<file path="src/rtl/ibcrsf_pkg.sv">
// Shared types and constants for the iBUS to CRSF bridge.
`default_nettype none
package ibcrsf_pkg;
  localparam logic [7:0] SYNC1 = 8'h20;
  localparam logic [7:0] SYNC2 = 8'h40;
  localparam logic [7:0] CRSF_LEN = 8'd24;
  localparam logic [7:0] CRSF_TYPE = 8'h16;
  localparam logic [7:0] CRC_POLY = 8'hD5;
  localparam logic [7:0] ADDR_RESET = 8'hEC;
  localparam logic [10:0] CH_RESET = 11'd992;
  localparam logic [10:0] CH_MIN = 11'd172;
  localparam logic [10:0] CH_MAX = 11'd1811;
  localparam int NUM_OUT_CH = 16;
  localparam int NUM_STAGED = 14;
  localparam int FRAME_LEN = 25;

  typedef enum logic [1:0] {
    HUNT_SYNC1 = 2'd0,
    HUNT_SYNC2 = 2'd1,
    HUNT_COLLECT = 2'd2,
    HUNT_SPARE = 2'd3
  } hunt_t;

  typedef enum logic [2:0] {
    ST_IDLE,
    ST_SCALE_MUL,
    ST_SCALE_DIV,
    ST_SCALE_WR,
    ST_TX
  } state_t;

  // Advance the CRC-8 (polynomial 0xD5) over one byte.
  function automatic logic [7:0] crc_step(input logic [7:0] crc, input logic [7:0] b);
    logic [7:0] c;
    c = crc ^ b;
    for (int j = 0; j < 8; j++) begin
      c = c[7] ? ((c << 1) ^ CRC_POLY) : (c << 1);
    end
    return c;
  endfunction
endpackage
`default_nettype wire

</file>
<file path="src/rtl/ibcrsf_scale.sv">
// Shared scaling unit: multiply, then divide by 1000 via reciprocal, then clamp.
`default_nettype none
module ibcrsf_scale (
  input  wire logic        clk,
  input  wire logic [15:0] raw,
  input  wire logic        load,
  input  wire logic        div_load,
  output logic      [10:0] result
);
  import ibcrsf_pkg::*;
  // ceil(2^37 / 1000)
  localparam logic [27:0] RECIP = 28'd137438954;

  logic signed [31:0] prod_r;
  logic signed [31:0] prod_nxt;
  logic        [26:0] mag;
  logic        [54:0] recip;
  logic        [17:0] q_r;
  logic        [17:0] q_nxt;
  logic               neg_r;
  logic signed [19:0] v;

  assign prod_nxt = ($signed({16'd0, raw}) - 32'sd1000) * 32'sd1639;
  always_ff @(posedge clk) begin
    if (load) prod_r <= prod_nxt;
  end

  // |prod| < 2^27, so the reciprocal estimate is off by less than 1/1000: exact floor
  assign mag = prod_r[31] ? 27'(-prod_r) : 27'(prod_r);
  assign recip = mag * RECIP;
  assign q_nxt = recip[54:37];
  always_ff @(posedge clk) begin
    if (div_load) begin
      q_r <= q_nxt;
      neg_r <= prod_r[31];
    end
  end

  assign v = (neg_r ? -$signed({1'b0, q_r}) : $signed({1'b0, q_r})) + 20'sd172;

  always_comb begin
    if (v < 20'sd172) result = CH_MIN;
    else if (v > 20'sd1811) result = CH_MAX;
    else result = v[10:0];
  end
endmodule
`default_nettype wire

</file>
<file path="src/rtl/ibus_to_crsf_channel_bridge_unit.sv">
// Top level of the iBUS to CRSF RC-channels bridge.
// Byte word: accepted while idle; after a good frame, each channel passes through multiply,
// reciprocal divide and write states in one shared scale unit, not ready meanwhile.
// Tick word: 25 output words, one per cycle while out_tready is high, CRC built bytewise.
// Reset (rst_n low, synchronous): parser hunts, channels read 992, address 0xEC.
`default_nettype none
module ibus_to_crsf_channel_bridge_unit #(
  parameter int INPUT_CHANNELS = 14
) (
  input  wire logic       clk,
  input  wire logic       rst_n,
  input  wire logic       in_tvalid,
  output logic            in_tready,
  input  wire logic [7:0] in_tdata,   // rx_byte
  input  wire logic       in_tuser,   // mode
  output logic            out_tvalid,
  input  wire logic       out_tready,
  output logic      [7:0] out_tdata,  // tx_byte
  output logic            out_tlast,  // last_byte
  input  wire logic       cfg_we,
  input  wire logic [7:0] cfg_wdata
);
  import ibcrsf_pkg::*;
  localparam int NCH = (INPUT_CHANNELS < NUM_STAGED) ? INPUT_CHANNELS : NUM_STAGED;

  state_t state_r, state_nxt;
  hunt_t hunt_r;
  logic [4:0] pos_r;
  logic [15:0] sum_r;
  logic [7:0] held_r;
  logic [15:0] staged_r [NUM_STAGED];
  logic [10:0] ch_r [NUM_OUT_CH];
  logic [7:0] addr_r;
  logic [3:0] ch_idx_r;
  logic [4:0] tx_idx_r;
  logic [7:0] crc_r;
  logic [175:0] flat;
  logic [7:0] pay;
  logic [10:0] scaled;
  logic acc_in, acc_out, good;

  for (genvar g = 0; g < NUM_OUT_CH; g++) begin : g_flat
    assign flat[g*11 +: 11] = ch_r[g];
  end

  ibcrsf_scale u_scale (
    .clk(clk), .raw(staged_r[ch_idx_r]), .load(state_r == ST_SCALE_MUL),
    .div_load(state_r == ST_SCALE_DIV), .result(scaled)
  );

  assign acc_in = in_tvalid && in_tready;
  assign acc_out = out_tvalid && out_tready;
  assign good = (sum_r == {in_tdata, held_r});
  assign pay = (tx_idx_r >= 5'd3 && tx_idx_r <= 5'd24) ? flat[(tx_idx_r - 5'd3) * 8 +: 8] : 8'd0;

  always_comb begin
    state_nxt = state_r;
    in_tready = 1'b0;
    out_tvalid = 1'b0;
    out_tlast = 1'b0;
    out_tdata = 8'd0;
    unique case (state_r)
      ST_IDLE: begin
        in_tready = 1'b1;
        if (acc_in) begin
          if (in_tuser) state_nxt = ST_TX;
          else if (hunt_r == HUNT_COLLECT && pos_r == 5'd29 && good) state_nxt = ST_SCALE_MUL;
        end
      end
      ST_SCALE_MUL: state_nxt = ST_SCALE_DIV;
      ST_SCALE_DIV: state_nxt = ST_SCALE_WR;
      ST_SCALE_WR: state_nxt = (32'(ch_idx_r) == NCH - 1) ? ST_IDLE : ST_SCALE_MUL;
      ST_TX: begin
        out_tvalid = 1'b1;
        out_tlast = (tx_idx_r == 5'd24);
        unique case (tx_idx_r)
          5'd0: out_tdata = addr_r;
          5'd1: out_tdata = CRSF_LEN;
          5'd2: out_tdata = CRSF_TYPE;
          // last payload byte is covered by the CRC but replaced by it on the wire
          5'd24: out_tdata = crc_step(crc_r, pay);
          default: out_tdata = pay;
        endcase
        if (acc_out && out_tlast) state_nxt = ST_IDLE;
      end
      default: state_nxt = ST_IDLE;
    endcase
  end

  always_ff @(posedge clk) begin
    if (!rst_n) state_r <= ST_IDLE;
    else state_r <= state_nxt;
  end

  always_ff @(posedge clk) begin
    if (!rst_n) begin
      hunt_r <= HUNT_SYNC1;
      pos_r <= 5'd0;
      sum_r <= 16'hFFFF;
      addr_r <= ADDR_RESET;
      ch_idx_r <= 4'd0;
      tx_idx_r <= 5'd0;
      crc_r <= 8'd0;
      for (int i = 0; i < NUM_OUT_CH; i++) ch_r[i] <= CH_RESET;
    end else begin
      if (cfg_we) addr_r <= cfg_wdata;
      if (acc_in && !in_tuser) begin
        unique case (hunt_r)
          HUNT_SYNC2: begin
            if (in_tdata == SYNC2) begin
              hunt_r <= HUNT_COLLECT;
              pos_r <= 5'd0;
              sum_r <= 16'hFFFF - 16'h0060;
            end else hunt_r <= HUNT_SYNC1;
          end
          HUNT_COLLECT: begin
            if (pos_r < 5'd28) begin
              sum_r <= sum_r - {8'd0, in_tdata};
              pos_r <= pos_r + 5'd1;
            end else if (pos_r == 5'd28) pos_r <= 5'd29;
            else begin
              hunt_r <= HUNT_SYNC1;
              pos_r <= 5'd0;
            end
          end
          default: hunt_r <= (in_tdata == SYNC1) ? HUNT_SYNC2 : HUNT_SYNC1;
        endcase
      end
      if (state_r == ST_SCALE_WR) begin
        ch_r[ch_idx_r] <= scaled;
        ch_idx_r <= (state_nxt == ST_IDLE) ? 4'd0 : ch_idx_r + 4'd1;
      end
      if (acc_in && in_tuser) begin
        tx_idx_r <= 5'd0;
        crc_r <= 8'd0;
      end
      if (acc_out) begin
        tx_idx_r <= out_tlast ? 5'd0 : tx_idx_r + 5'd1;
        if (tx_idx_r >= 5'd2 && tx_idx_r <= 5'd23) crc_r <= crc_step(crc_r, out_tdata);
      end
    end
  end

  // Held byte and staged words carry no reset.
  always_ff @(posedge clk) begin
    if (acc_in && !in_tuser && hunt_r == HUNT_COLLECT) begin
      if (pos_r < 5'd28 && !pos_r[0]) held_r <= in_tdata;
      else if (pos_r < 5'd28) staged_r[pos_r[4:1]] <= {in_tdata, held_r};
      else if (pos_r == 5'd28) held_r <= in_tdata;
    end
  end

`ifndef SYNTHESIS
  a_busy_no_ready: assert property (@(posedge clk) disable iff (!rst_n)
    (state_r != ST_IDLE) |-> !in_tready) else $error("ready while busy");
  a_tx_valid: assert property (@(posedge clk) disable iff (!rst_n)
    out_tvalid |-> (state_r == ST_TX)) else $error("output outside frame");
  a_last_ends: assert property (@(posedge clk) disable iff (!rst_n)
    (acc_out && out_tlast) |=> (state_r == ST_IDLE)) else $error("frame did not end");
`endif
endmodule
`default_nettype wire

</file>
<file path="config.mk">
export PLATFORM = sky130hd
export DESIGN_NAME = ibus_to_crsf_channel_bridge_unit
export DESIGN_NICKNAME = d
export VERILOG_FILES = /design/src/rtl/ibcrsf_pkg.sv /design/src/rtl/ibcrsf_scale.sv /design/src/rtl/ibus_to_crsf_channel_bridge_unit.sv
export SDC_FILE = /design/constraint.sdc
export NUM_CORES = 2
export LEC_CHECK = 0
export BUFFER_PORTS_ARGS = -buffer_cell sky130_fd_sc_hd__buf_2
export CAP_MARGIN = 30
export CORE_MARGIN = 1
export CORE_UTILIZATION = 57
export DETAILED_ROUTE_END_ITERATION = 8
export GPL_TIMING_DRIVEN = 0
export PLACE_DENSITY = 0.77
export REMOVE_ABC_BUFFERS = 1
export SYNTH_ARGS = -nofsm -noshare
export SYNTH_HDL_FRONTEND = slang
export SYNTH_SLANG_ARGS = --single-unit
</file>
<file path="constraint.sdc">
create_clock -name clk -period 11.6 [get_ports clk]
set_clock_uncertainty 0.05 [all_clocks]
set_input_delay 0.58 -clock clk [delete_from_list [all_inputs] [get_ports clk]]
set_output_delay 0.58 -clock clk [all_outputs]
set_load 0.01 [all_outputs]
</file>
==> run metrics <==
Clock Tree Buf Depth=3; initial antenna violation count=3; Tightest Hold Check Type=input pin to flop; area grow syn2layout=8.62%; distinct cell type count after synthesis=91; Post-Synthesis Cells=about 3300; Final period util=0.898; Primary FF master, synth=edfxtp_1; Pre-antenna DRT Iters=6; max-cap violation count=0; CP arrival=10.66 ns; CTS hold repair buffers=0; largest net degree at the start of global routing=58; net count of the finished layout=4022; highest routed layer=met4; initial DRC count=1726; Max Transition Viols Final=0; CP max stage delay=around 0.7 ns; # IOs=33; WL/cell=between 15 and 20 µm; ratio of cells with drive above 1 in the final layout=0.0875; floorplan core area=between 0.06 and 0.07 mm²; met2 wire length=39600 µm; row count=94; CP Launch Type=flop; Worst VDD drop=~150 µV; CP Max Fanout=10; unrepaired setup endpoints after global routing=false; Mapped Area=0.0382 mm²; vias per cell=about 5.7; All-Layer GR Usage=0.253; CTS Buf Count=50; CTS Root Cell=clkbuf_16; Slew Limit Headroom=0.346; P_leak=approximately 17 nW; Post-synth ARST share=0; syn avg cell area=about 12 µm²; Synth Register Bits=510; CTS tree=yes; Routed Antenna Nets=0; filler instances=between 4000 and 5000; first-pass GRT wire length=roughly 130000 µm; die footprint=0.0681 mm²; worst-margin pin slew=a little under 1 ns; hpwl dp=approximately 63000 µm; CTS resizes=0; most frequent cells in the layout=inv_1 (593), edfxtp_1 (455), ha_1 (388); worst-skew pair later-pin latency=roughly 0.61 ns; commonest non-fill, non-tap cell in the layout=inv_1; Final setup viols=0; clock-pin slew of the registers on the worst-case setup and hold paths=~0.060 ns; DR WL met3=a little over 6000 µm; Power Density=approximately 90 mW/mm²; run status=complete, no violations; placer congestion estimate=0.934; Critical Path RT=11.85 ns; via count=around 24000; total gr overflow=0; slowest cell on the critical path=xor2_1; register area share after synthesis=0.386; wl on met1=35700 µm; Initial Utilization=0.579; Core Util, Final=0.628; Final min period=about 10 ns; fmax=96.0 MHz; DRC=0; most used cell along the critical path=inv_1; IO buf count=32; CTS H-tree lvls=2; CTS sink count=between 500 and 600; Post-synth EDFFs=~460; Ys Warns=0; setup tns final=0 ns; CP endpoint kind=flop; Die Ht=261 µm; final hold vios=0; number of global-route vias before repair=about 25000; critical path class=flop to flop; chip width=261 µm; final WL=83900 µm; # Post-CTS Setup Buffers=0
critical path: cells and delay by family, from the launching register on:
family | cells | cell delay, ns
DFF | 1 | 0.65
and+or+nand+nor | 6 | 1.35
adders and majority gates | 9 | 3.81
xor gates and xnor gates | 1 | 0.71
buffers and inverters | 6 | 0.81
AOI/OAI and AO/OA | 10 | 2.70
state kept, by name, summed over array words and instances, names as in the netlist, named ones only:
signal	cells
sum_r	16
addr_r	8
held_r	8
ch_idx_r	4
hunt_r	2
staged_r	224
u_scale.prod_r	28
tx_idx_r	5
pos_r	5
state_r	3
u_scale.neg_r	1
u_scale.q_r	18
crc_r	8
ch_r	176
cell usage after synthesis (17+ instances only):
| library cell | count | area [µm²] |
|---|---|---|
| nand2_1 | 232 | 871 |
| nand4_1 | 18 | 113 |
| nand2b_1 | 24 | 150 |
| inv_1 | 593 | 2230 |
| dfxtp_1 | 55 | 1100 |
| a21o_1 | 35 | 263 |
| mux2i_1 | 58 | 581 |
| nor2_1 | 218 | 818 |
| nor3_1 | 35 | 175 |
| nand3_1 | 30 | 150 |
| xor2_1 | 58 | 508 |
| a21oi_1 | 112 | 561 |
| xnor2_1 | 105 | 920 |
| and2_1 | 27 | 169 |
| edfxtp_1 | 455 | 13700 |
| ha_1 | 389 | 4870 |
| clkbuf_1 | 56 | 210 |
| mux4_2 | 65 | 1460 |
| o21ai_0 | 66 | 330 |
| mux4_1 | 23 | 604 |
| fa_1 | 300 | 6010 |
| and3_1 | 17 | 106 |
area by class of cell:
class                           count  area [µm²]  share of cell area
Sequential cell                   510       14800               0.356
Inverter                          594        2230              0.0537
Clock inverter                     27         216             0.00521
Multi-Input combinational cell   2064       20900               0.504
Antenna cell                        3        7.51            0.000181
Timing Repair Buffer               91         922              0.0222
Clock buffer                       64        1390              0.0334
Tap cell                          864        1080              0.0260
metal layers:
| metal | vias to the layer above | global-route usage |
|---|---|---|
| li1 | 11300 | - |
| met1 | 11900 | 0.344 |
| met2 | 894 | 0.413 |
| met3 | 161 | 0.0494 |
| met4 | 0 | 0.0804 |
| met5 | - | 0 |
kinds of logic (layout without fill, tap and decap cells):
logic type	count (synthesis)	after routing	share of synthesized area
other	1	5	0.0000981
xor gates and xnor gates	178	178	0.0453
muxes	157	157	0.0726
AOI/OAI and AO/OA	362	362	0.0610
and+or+nand+nor	675	675	0.0803
DFF	510	510	0.386
buffers and inverters	678	776	0.0700
adders and majority gates	690	690	0.285
per-stage QoR:
step | instances | cell area [µm²] | hold WS [ns] | setup slack [ns] | total power [mW]
finish | 4217 | 41500 | 0.145 | 1.19 | 3.73
floorplan | 3168 | 37800 | 0.390 | 1.93 | 2.13
global route | 4216 | 41500 | 0.145 | 0.481 | 3.82
CTS | 4210 | 41500 | 0.122 | 1.23 | 3.74
detailed placement | 4119 | 39900 | 0.413 | 1.25 | 2.17
global placement | 4064 | 39000 | 0.413 | 0.0230 | 2.17
worst paths after layout:
check | startpoint | to | slack, ns | cells past startpoint
hold reg to reg | addr_r[2]$_SDFFE_PN1P_ | addr_r[2]$_SDFFE_PN1P_ | 0.43 | 2
hold / removal | cfg_wdata[2] | addr_r[2]$_SDFFE_PN1P_ | 0.14 | 3
setup / recovery | u_scale.prod_r[0]$_DFFE_PP_ | u_scale.q_r[17]$_DFFE_PP_ | 1.19 | 32
setup reg to reg | u_scale.prod_r[0]$_DFFE_PP_ | u_scale.q_r[17]$_DFFE_PP_ | 1.19 | 32
power breakdown:
part | switching [mW] | internal (mW) | leakage (nW)
clock | 0.705 | 0.895 | 0.794
sequential | 0.00904 | 2.00 | 4.49
combinational | 0.0765 | 0.0486 | 12.1
Power figures use the tool's default switching activity.
